$ cat src/sv/lsp_lowest_set.sv
// Lowest set bit finder: isolates the lowest one with a single add,
// then encodes its position. Depends on nothing.
module lsp_lowest_set #(
  parameter int W  = 64,
  parameter int IW = $clog2(W)
) (
  input  logic [W-1:0]  vec,
  output logic          found,
  output logic [IW-1:0] idx
);

  logic [W-1:0] onehot;

  // Isolate the lowest set bit
  assign onehot = vec & (~vec + W'(1));
  assign found  = |vec;

  // Encode the one-hot position
  always_comb begin
    idx = '0;
    for (int i = 0; i < W; i++) begin
      if (onehot[i]) begin
        idx = idx | IW'(i);
      end
    end
  end

endmodule

$ cat config.mk
export PLATFORM = sky130hd
export DESIGN_NAME = lsp_lowest_set
export DESIGN_NICKNAME = d
export VERILOG_FILES = /design/src/sv/lsp_lowest_set.sv
export SDC_FILE = /design/constraint.sdc
export NUM_CORES = 1
export LEC_CHECK = 0
export BUFFER_PORTS_ARGS = -buffer_cell sky130_fd_sc_hd__buf_2
export CAP_MARGIN = 10
export CORE_ASPECT_RATIO = 1.2
export CORE_UTILIZATION = 47
export DETAILED_ROUTE_END_ITERATION = 10
export MAX_ROUTING_LAYER = met4
export PLACE_DENSITY = 0.85
export SLEW_MARGIN = 10
export SYNTH_ARGS = -nofsm -noshare
export SYNTH_HDL_FRONTEND = slang
export SYNTH_SLANG_ARGS = --single-unit
$ cat constraint.sdc
create_clock -name vclk -period 4.6
set_input_delay 0.69 -clock vclk [all_inputs]
set_output_delay 0.69 -clock vclk [all_outputs]
set_load 0.01 [all_outputs]
Yosys cells after proc, flatten, opt, wreduce, memory -nomap -nowiden:

Index checks and enable logic that the tools add are counted.

* flip-flop bits (word level): 0
* bits of input ports: 64
* output and inout port bits: 7
* word-level logic and storage cells: 67

* add/subtract/negate cells: 1
* multiplexer cells: 63
* bitwise gates (word level): 2
* reductions and logical operators: 1

Operators with widths (count)
* $mux 6: 32
* $mux 5: 16
* $add 64x1->64 const B: 1
* $and 64x64->64: 1
* $not 64->64: 1
* $reduce_or 64->1: 1
* $mux 4: 8
* $mux 3: 4
* $mux 2: 2
* $mux 1: 1

Longest topological paths before layout:

* word-level depth: 66
* gate-level depth with buffers: 9
* gate-level depth less buffers: 7

Worst setup path after synthesis:

No wires, ideal clock.

* path kind: input port to output port
* from: input port vec[11]
* to: output port idx[2]
* data arrival time: 2.984 ns
* required time: 3.910 ns
* slack: 0.926 ns
* stages: 8
* path buffers: 1
* cells stage by stage: or4_4 -> or4b_1 -> buf_2 -> nor4_4 -> nand2_2 -> o32a_1 -> and2_0 -> nand4b_1

* longest elaborated chain between the ends: 55

RTL lines
* start, declared: RTL line 7 `input logic [W-1:0] vec,`
* $not 64->64 *: RTL line 15 `assign onehot = vec & (~vec + W'(1));`
* $add 64x1->64 *: RTL line 15
* $and 64x64->64 *: RTL line 15
* $mux 4 (4 in series): RTL line 22 `if (onehot[i]) begin`
* $mux 5 (16 in series): RTL line 22
* $mux 6 (31 in series): RTL line 22
* $mux 6 *: RTL line 22
* end, declared: RTL line 9 `output logic [IW-1:0] idx`

Every way passes the cells marked *; elsewhere a longest branch is shown, timed or not.

Final worst setup path:

* from: input port vec[11]
* to: output port idx[1]

* longest elaborated chain between the ends: 56

RTL lines (RTL line)
* $not 64->64: 15
* $add 64x1->64: 15
* $and 64x64->64 *: 15
* $mux 4 (5 in series): 22
* $mux 5 (16 in series): 22
* $mux 6 (31 in series): 22
* $mux 6 *: 22

Marked as above.

==> flow_summary.json <==
{
  "pre_cts_slack_ns": 0.4295,
  "cap_violations": 0,
  "antenna_found_initial": 0,
  "fmax_mhz": 235.1,
  "drt-initial-drc-count": 109,
  "ant_nets": 0,
  "p_per_area_mw_per_mm2": 49.43,
  "slowest_stage": "or4b_1",
  "whs_ns": 1.704,
  "drive_above_1_share": 0.2888,
  "min_from": "vec[63]",
  "antennaDiodeCount": 0,
  "core-area_sq_mm": 0.002527,
  "cpPeakStageDelay_ns": 0.68,
  "seq_cell_count": 0,
  "start_kind": "primary input",
  "design_area_sq_mm": 0.001644,
  "grt_max_degree": 11,
  "synthCells": 206,
  "wire_per_inst_um": 15.27,
  "place_area_sq_mm": 0.001644,
  "utilization": 0.6505,
  "holdPathStages": 4,
  "critPathBufInv": 2,
  "io_buffers": 71,
  "ctsResizeCount": 0,
  "peakVddDrop_mv": 0.03011,
  "crit_family": "simple AND/OR/NAND/NOR gates",
  "worst_slack_ns": 0.3473,
  "via_per_inst": 6.671,
  "crit_arrival_ns": 3.56,
  "status": "finished clean",
  "synth_area_sq_mm": 0.001237,
  "cp.required_ns": 3.91,
  "finalCritPeriodShare": 0.9245,
  "worst_pin_slew_ns": 0.7833,
  "critPathMostFrequentCell": "buf_2",
  "seq_area_frac_synth": 0,
  "initial_utilization": 0.4896,
  "cp_num_cells": 9,
  "ctsHoldBuffers": 0,
  "finalSetupViolCount": 0,
  "final_nets": 343,
  "stdcell_count": 310,
  "area_delta_synth_final_pct": 32.86,
  "globalplace.congestion": 1.008,
  "nClkBuffers": 0,
  "syn_nets": 270,
  "grt_pass1_wl_mm": 7.638,
  "dp_hpwl_mm": 3.958,
  "finalPower_mw": 0.08127,
  "synth_area_leaders": "nor2_1 9.7%, nor3_1 8.1%, nor4_1 7.1%",
  "vias": 2068,
  "regArea_sq_um": 0,
  "setup_tns_ns": 0,
  "fin_crit_ns": 4.253,
  "placedCellCount": 310,
  "drc_errors": 0,
  "drt_wl_total_mm": 4.735,
  "rsz0062_at_grt": "no",
  "syn_avg_cell_area_sq_um": 6.007,
  "firstDrtPassIters": 4,
  "worstSetupEndpointType": "primary output",
  "row_count": 20,
  "holdPathEnd": "found",
  "die_w_um": 48.84,
  "yosys.area.top_type_share": 0.09707,
  "p_leak_nw": 0.6526,
  "cts_setup_buffers": 0,
  "ioPinCount": 71,
  "grtUsageTotal": 0.3416,
  "yosysTopAreaCell": "nor2_1",
  "yosys.cell_types.count": 49,
  "worstSetupPathType": "primary input to primary output",
  "hp-class": "primary input to primary output",
  "finalMaxSlewViolations": 0,
  "dieArea_sq_mm": 0.002843,
  "finalHoldViolations": 0,
  "slew_headroom": 0.4730,
  "worst-path-max-fanout": 9,
  "grt_pass1_vias": 1800,
  "ys_warn_count": 0,
  "crit_chain": "buf_2 -> or4_4 -> or4b_1 -> nor4_4 -> nand2_2 -> o41ai_2 -> nor3_1 -> nand4b_1 -> buf_2",
  "dieHeight_um": 58.21,
  "overflow": 0
}
## power breakdown
part / internal (mW) / leakage [nW] / switching (mW) / total (mW)
sequential: 0 / 0 / 0 / 0
clock: 0 / 0 / 0 / 0
combinational: 0.0353 / 0.653 / 0.0460 / 0.0813
total: 0.0353 / 0.653 / 0.0460 / 0.0813
## cells in the final DEF (no fill, tap or decap), types with 2 or more instances in the layout
| cell | count |
|---|---|
| buf_2 | 71 |
| nor2_1 | 32 |
| nor3_1 | 20 |
| nor4_1 | 14 |
| nand2_1 | 14 |
| a21oi_1 | 13 |
| nand4_1 | 11 |
| nand3_1 | 9 |
| inv_1 | 7 |
| or3_1 | 7 |
| nand4b_1 | 7 |
| o21ai_0 | 7 |
| nor3b_1 | 5 |
| nor2b_1 | 4 |
| and2_1 | 4 |
| a31oi_1 | 4 |
| buf_4 | 4 |
| nor4b_1 | 3 |
| a211oi_1 | 3 |
| o21bai_1 | 2 |
| a2111oi_0 | 2 |
| o21a_1 | 2 |
| o2111a_1 | 2 |
| o311a_1 | 2 |
| a32oi_1 | 2 |
| o32ai_1 | 2 |
| a32o_1 | 2 |
| o31ai_1 | 2 |
## final cells by class
class | instances | area (sq um)
multi-input cells | 195 | 1191
fillers | 260 | 883.3
repair buffers | 75 | 385.4
well taps | 33 | 41.29
inverters | 7 | 26.28
## routing by layer
| metal | wire length [um] | track usage | share of wire |
|---|---|---|---|
| met4 | 250 | 0.1723 | 0.053 |
| met3 | 320 | 0.01312 | 0.068 |
| met1 | 1890 | 0.3925 | 0.40 |
| met2 | 2272 | 0.6052 | 0.48 |
| met5 | 0 | - | 0 |
## cell families after synthesis
| logic type | count (synthesis) | share of synthesized area |
|---|---|---|
| and+or+nand+nor | 141 | 0.6431 |
| AOI/OAI and AO/OA | 54 | 0.3195 |
| buffers and inverters | 11 | 0.03742 |
## worst max-delay path by stage
stage	start	end
floorplan	vec[11]	idx[2]
detailed placement	vec[11]	idx[4]
CTS	vec[11]	idx[4]
global placement	vec[11]	idx[0]
finish	vec[11]	idx[1]
global route	vec[11]	idx[4]
## cells in the mapped netlist, types with 2 or more instances
cell	count
nor3b_1	5
o32ai_1	2
o21a_1	2
a2111oi_0	2
nor4b_1	3
and2_1	4
a32o_1	2
o2111a_1	2
nor2b_1	4
a211oi_1	3
nor4_1	14
clkbuf_1	2
a31oi_1	4
a21oi_1	13
o311a_1	2
nand4b_1	7
nor2_1	32
o21ai_0	7
a32oi_1	2
nand4_1	11
nand3_1	9
o31ai_1	2
o21bai_1	2
nand2_1	14
inv_1	7
or3_1	7
nor3_1	20
(Power assumes the default switching activity.)
