==> config.mk <==
export PLATFORM = sky130hd
export DESIGN_NAME = lsp_cell
export DESIGN_NICKNAME = d
export VERILOG_FILES = /design/src/sv/lsp_pkg.sv /design/src/sv/lsp_cell.sv
export SDC_FILE = /design/constraint.sdc
export NUM_CORES = 1
export LEC_CHECK = 0
export BUFFER_PORTS_ARGS = -buffer_cell sky130_fd_sc_hd__buf_2
export CAP_MARGIN = 20
export CORE_UTILIZATION = 40
export CTS_BUF_LIST = sky130_fd_sc_hd__clkbuf_8
export CTS_CLUSTER_DIAMETER = 200
export DETAILED_ROUTE_END_ITERATION = 8
export PLACE_DENSITY = 0.84
export SLEW_MARGIN = 0
export SYNTH_ARGS = -nofsm -noshare
export SYNTH_HDL_FRONTEND = slang
export SYNTH_SLANG_ARGS = --single-unit
==> constraint.sdc <==
create_clock -name clk -period 3.1 [get_ports clk]
set_input_delay 0.155 -clock clk [delete_from_list [all_inputs] [get_ports clk]]
set_output_delay 0.155 -clock clk [all_outputs]
set_load 0.01 [all_outputs]
==> src/sv/lsp_pkg.sv <==
// Package for the lifetime slot pool: field widths, reset values,
// command and status codes, and the cell operation type.
// No dependencies; used by lsp_cell, lifetime_slot_pool_unit and the testbench.
package lsp_pkg;

  // Default sizes, handed to the top level as parameter defaults
  localparam int POOL_SLOTS_DEF = 64;
  localparam int LIFE_BITS_DEF  = 24;

  // Fixed field widths
  localparam int NEW_LIFE_W = 24;
  localparam int STEP_W     = 24;
  localparam int CFG_W      = 7;
  localparam int STAT_W     = 2;

  localparam logic [CFG_W-1:0] USABLE_RESET = 7'd64;

  // Request kinds
  localparam logic CMD_ALLOC = 1'b0;
  localparam logic CMD_TICK  = 1'b1;

  // Result status codes
  localparam logic [STAT_W-1:0] ST_FRESH    = 2'd0;
  localparam logic [STAT_W-1:0] ST_RECYCLED = 2'd1;
  localparam logic [STAT_W-1:0] ST_FAILED   = 2'd2;
  localparam logic [STAT_W-1:0] ST_TICKED   = 2'd3;

  // Operation broadcast to every cell of the age row
  typedef enum logic [2:0] {
    OP_HOLD    = 3'd0,
    OP_TICK    = 3'd1,
    OP_COMPACT = 3'd2,
    OP_RECYCLE = 3'd3,
    OP_APPEND  = 3'd4
  } cell_op_t;

endpackage

==> src/sv/lsp_cell.sv <==
// One cell of the age row: holds one live entry (slot index and remaining
// lifetime) and trades it with its neighbors. Depends on lsp_pkg.
module lsp_cell #(
  parameter int IDX_W     = 6,
  parameter int LIFE_BITS = 24
) (
  input  logic                     clk,
  input  logic                     rst,
  input  lsp_pkg::cell_op_t        op,
  input  logic [lsp_pkg::STEP_W-1:0] dt,
  input  logic [LIFE_BITS-1:0]     new_life,
  input  logic [IDX_W-1:0]         new_idx,
  input  logic [IDX_W-1:0]         head_idx,
  input  logic                     down_valid,
  input  logic                     up_valid,
  input  logic [IDX_W-1:0]         up_idx,
  input  logic [LIFE_BITS-1:0]     up_life,
  output logic                     valid,
  output logic [IDX_W-1:0]         idx,
  output logic [LIFE_BITS-1:0]     life,
  output logic                     expire
);

  localparam int CMP_W = (LIFE_BITS > lsp_pkg::STEP_W) ? LIFE_BITS : lsp_pkg::STEP_W;

  logic [CMP_W-1:0] life_ext;
  logic [CMP_W-1:0] dt_ext;
  logic [CMP_W-1:0] life_left;

  // Compare and subtract at the wider of the two widths
  assign life_ext  = CMP_W'(life);
  assign dt_ext    = CMP_W'(dt);
  assign life_left = life_ext - dt_ext;
  assign expire    = valid && (life_ext < dt_ext);

  // Valid bit
  always_ff @(posedge clk) begin
    if (rst) begin
      valid <= 1'b0;
    end else begin
      case (op)
        lsp_pkg::OP_TICK: begin
          if (expire) valid <= 1'b0;
        end
        lsp_pkg::OP_COMPACT: begin
          if (!valid && up_valid) valid <= 1'b1;
          else if (valid && !down_valid) valid <= 1'b0;
        end
        lsp_pkg::OP_APPEND: begin
          if (!valid && down_valid) valid <= 1'b1;
        end
        default: begin
        end
      endcase
    end
  end

  // Entry payload
  always_ff @(posedge clk) begin
    case (op)
      lsp_pkg::OP_TICK: begin
        if (valid && !expire) life <= LIFE_BITS'(life_left);
      end
      lsp_pkg::OP_COMPACT: begin
        // pull the neighbor down into a hole
        if (!valid && up_valid) begin
          idx  <= up_idx;
          life <= up_life;
        end
      end
      lsp_pkg::OP_RECYCLE: begin
        // rotate: shift down, the newest cell takes the old head
        if (valid) begin
          if (up_valid) begin
            idx  <= up_idx;
            life <= up_life;
          end else begin
            idx  <= head_idx;
            life <= new_life;
          end
        end
      end
      lsp_pkg::OP_APPEND: begin
        if (!valid && down_valid) begin
          idx  <= new_idx;
          life <= new_life;
        end
      end
      default: begin
      end
    endcase
  end

endmodule

After elaboration in Yosys (flattened, before gate mapping)
Index checks and enable logic that the tools add are counted.

word-level totals
  register bits = 31
  output and inout bits = 32
  logic and storage cells = 45

operators by class
  add/sub/neg operators = 1
  order comparisons = 1
  equal/unequal tests = 10
  mux-type cells = 16
  reduce and logical (&&, ||, !) cells = 14

operators by type and width
  operator              count
  $mux W24              5
  $pmux W24 S4          1
  $lt A24 B24 Y1        1
  $mux W6               4
  $sub A24 B24 Y24      1
  $pmux W6 S3           1
  $ne A2 B2 Y1 const B  5
  $reduce_and A4 Y1     2
  $eq A3 B2 Y1 const B  2
  $reduce_bool A3 Y1    2
  $logic_and A1 B1 Y1   5
  $reduce_and A5 Y1     1
  $mux W1               4
  $reduce_bool A4 Y1    1
  $eq A3 B1 Y1 const B  1
  $eq A3 B3 Y1 const B  1
  $logic_not A1 Y1      3
  $ne A3 B3 Y1 const B  1
  $pmux W1 S3           1

Logic depth before layout (Yosys ltp)
  word-level depth = 6
  mapped depth = 10
  depth with buffers taken out = 10

Least setup slack after synthesis
OpenSTA, ideal clock, no wires.

  path kind = reg-to-reg
  start = register life[0]
  end = register life[0], enable pin
  library setup time = 0.410 ns
  data arrival time = 2.996 ns
  required time = 2.690 ns
  setup slack = -0.307 ns
  cell stages (with the launch flop) = 11
  buffers on the path = 0
  clock period less this slack = 3.407 ns
  cells stage by stage = edfxtp_1 -> inv_1 -> ha_1 -> fa_1 -> nor2b_1 -> o2111ai_1 -> a211oi_2 -> nor3_2 -> nor2_1 -> a211oi_2 -> o21bai_1

on the way
  cells in the longest elaborated chain, start to end = 6

ends and longest elaborated chain
  what                                line            source
  start: declaration                  lsp_cell.sv:20  output logic [LIFE_BITS-1:0] life,
  start signal: assignment            lsp_cell.sv:62  if (valid && !expire) life <= LIFE_BITS'(life_left);
  start signal: assignment            lsp_cell.sv:68  life <= up_life;
  start signal: assignment            lsp_cell.sv:76  life <= up_life;
  $lt A24 B24 Y1                      lsp_cell.sv:34  assign expire = valid && (life_ext < dt_ext);
  $logic_and A1 B1 Y1                 lsp_cell.sv:34
  $logic_not A1 Y1                    lsp_cell.sv:62
  $logic_and A1 B1 Y1                 lsp_cell.sv:62
  $ne A2 B2 Y1 (no source line)       n/a
  $reduce_and A5 Y1 (no source line)  n/a

No other way between the ends.
A chain may end at the register's enable or synchronous reset.

Worst setup path after layout
  start = register life[9]
  end = output port expire

on the way
  cells in the longest elaborated chain, start to end = 2

ends and longest elaborated chain
  what                 line            source
  $lt A24 B24 Y1       lsp_cell.sv:34
  $logic_and A1 B1 Y1  lsp_cell.sv:34
  end: declaration     lsp_cell.sv:21  output logic expire

No other way between the ends.

==> results.yml <==
status:
  status: "completed"
critical_path:
  cp-end-kind: "output pin"
  path_class: "flop to output pin"
  cp.required_ps: 2940
  max_stage_delay_ps: 390
  path_buf_inv: 1
  crit_fanout: 7
  worstPathArrival_ps: 2710
  cp-start-kind: "flop"
  slowest_stage: "edfxtp_1"
  cp_top_family: "compound AO/OA/AOI/OAI gates"
  crit_path_cell_trace: "ha_1 > a21o_1 > a21oi_2 > o221ai_1 > nor3_2 > nor2_1 > a211oi_2 > and2_1 > buf_2"
synth:
  synth_top_area_cell: "edfxtp_1"
  synth.area.top_cells: "edfxtp_1 (31%), ha_1 (10%), a22oi_1 (6.2%)"
  synthTopCellsByCount: "a21oi_1 (31), nand2_1 (31), o21ai_0 (31), edfxtp_1 (30), inv_1 (30)"
  synth_top_area_frac: 0.310
  synth_ff_type: "edfxtp_1"
  ys_ff_latch: 31
  syn_area_sq_mm: 0.00290
  synth_cell_types: 50
  synth_edf_count: 30
  synth_nets: 464
  yosysSeqAreaShare: 0.317
  syn_area_per_cell_sq_um: 8.48
  async_flop_share: 0
  syn_inst: 342
  yosysWarnings: 0
place:
  hpwl_um: 6330
  gp_congestion: 0.939
  post_dp_cell_area_sq_mm: 0.00361
  io_buffers: 128
power:
  p_sw_frac: 0.346
  switchingPower_mw: 0.473
  clkPwrFrac: 0.232
  p_leak_nw: 1.73
  p_total_mw: 1.37
  internal_power_mw: 0.895
  p_per_area_mw_per_mm2: 370
  ir_drop_v: 0.000226
  comb_power_share: 0.387
  seqPwrFrac: 0.381
worst_hold_path:
  min_path_type: "input port to flop"
job:
  cap_violations: 0
floorplan:
  die_x_um: 87.2
  rows: 30
  ios: 129
  initial_core_util: 0.420
  design.core.area_sq_mm: 0.00691
  die_y_um: 87.2
  die_area_sq_mm: 0.00760
clock_tree:
  cts_resized: 0
  clock_latency_ps: 280
  holdBufCountCts: 0
  clock_path_buffers: 2
  post_cts_buffers: 0
  h-tree-depth: 2
  clkTransAtPathRegs_ps: 70
  cts_root_buf: "clkbuf_8"
  cts_tree: "built"
  cts_buffers: 5
  cts.sinks: 31
finish:
  final_area_sq_mm: 0.00369
  drive_above_1_share: 0.318
  diodes: 0
  area_delta_synth_final_pct: 27.3
  finalNetCount: 583
drt:
  routed_wire_length_per_instance_um: 14.5
  drt_iter0_drc: 229
  vias: 3049
  drc_errors: 0
  dr.pass1.iters: 5
  routed_wl_um: 8070
  ant_nets: 0
  routed_via_density: 5.46
timing:
  worst_pin_slew_ps: 914
  relSlewSlack: 0.391
  setup_viol: 0
  min_period_ps: 2870
  skew_ps: 6.40
  setup_tns_ps: 0
  finalCritPeriodShare: 0.926
  slew_viol_final: 0
  fmax_mhz: 349
  rsz0062_at_grt: "false"
  hold_slack_ps: 40.0
  hold_viol_final: 0
global_route:
  grt_max_degree: 25
  grt_pass1_vias: 2791
  track_usage: 0.217
  overflow: 0
  grt_pass1_wl_um: 12900
  antenna_found_initial: 0
==> metrics by stage <==
step / utilization / instances / setup slack [ps]
final: 0.535 / 558 / 231
after global routing: 0.535 / 558 / 34.1
after CTS: 0.535 / 558 / 242
after detailed placement: 0.522 / 550 / 444
after global placement: 0.520 / 549 / 525
after floorplan: - / 342 / 192
==> power by group through the flow <==
| stage | combinational [mW] | clock, mW | sequential, mW |
|---|---|---|---|
| floorplan | 0.343 | 0 | 0.542 |
| global placement | 0.511 | 0 | 0.530 |
| detailed placement | 0.523 | 0 | 0.531 |
| CTS | 0.527 | 0.324 | 0.522 |
| global route | 0.588 | 0.340 | 0.525 |
| finish | 0.529 | 0.317 | 0.522 |
==> cells in the final DEF (no fill, tap or decap), types with 3 or more instances in the layout <==
master,Yosys,layout
o21ai_0,31,31
nand2_1,31,31
o31ai_1,3,3
a21oi_1,31,30
o21bai_1,5,4
xor2_1,8,8
o21ai_1,6,6
clkbuf_8,0,5
a31oi_1,3,3
inv_1,30,31
xnor2_1,13,13
nor2_1,14,14
ha_1,24,24
a21o_1,8,8
nand2b_1,7,7
nor3_1,3,3
and2_1,3,3
a221oi_1,4,4
and3_1,6,6
nand4_1,6,6
nand3_1,5,5
edfxtp_1,30,30
a22oi_1,24,24
buf_2,11,128
==> per-layer routing <==
layer | GRT usage | routed length [um] | vias up
met4 | 0.0492 | 63 | 0
li1 | - | - | 1504
met3 | 0.0370 | 553 | 6
met5 | 0 | 0 | -
met1 | 0.302 | 3710 | 1392
met2 | 0.353 | 3740 | 147
==> cells by family (layout without fill, tap and decap cells) <==
family,Yosys count,in the layout,synth area share
AOI/OAI and AO/OA,131,131,0.288
and+or+nand+nor,85,85,0.146
DFF,31,31,0.317
buffers and inverters,49,169,0.0746
xor gates and xnor gates,21,21,0.0634
adders and majority gates,25,25,0.110
==> worst register-to-register path: cells and delay by family, from the launching register on <==
| kind | cells | cell delay, ps |
|---|---|---|
| compound gates | 5 | 1060 |
| simple gates | 2 | 420 |
| flops | 1 | 390 |
| fa+ha+maj | 1 | 390 |
| buf+inv | 1 | 180 |
==> path summary, 6_finish.rpt <==
path	slack (ps)	startpoint	cells after the start	to
worst max-delay path	230	life[9]$_DFFE_PP_	9	expire
worst min-delay path	40	rst	2	valid$_SDFFE_PP0P_
worst max register to register	420	life[9]$_DFFE_PP_	9	life[17]$_DFFE_PP_
worst min register to register	820	life[0]$_DFFE_PP_	3	life[0]$_DFFE_PP_
==> registers in the layout (all words and copies together), names as in the netlist <==
| register | count |
|---|---|
| idx | 6 |
| life | 24 |
| valid | 1 |
==> area by class of cell <==
type / instances / area, sq um
inverter: 30 / 113
fill: 699 / 3210
multi-input combinational: 262 / 1770
tap: 96 / 120
sequential: 31 / 921
clock buffer: 5 / 68.8
timing repair buffer: 131 / 683
clock inverter: 3 / 16.3
Note: power is estimated with default switching activity, not from simulation.
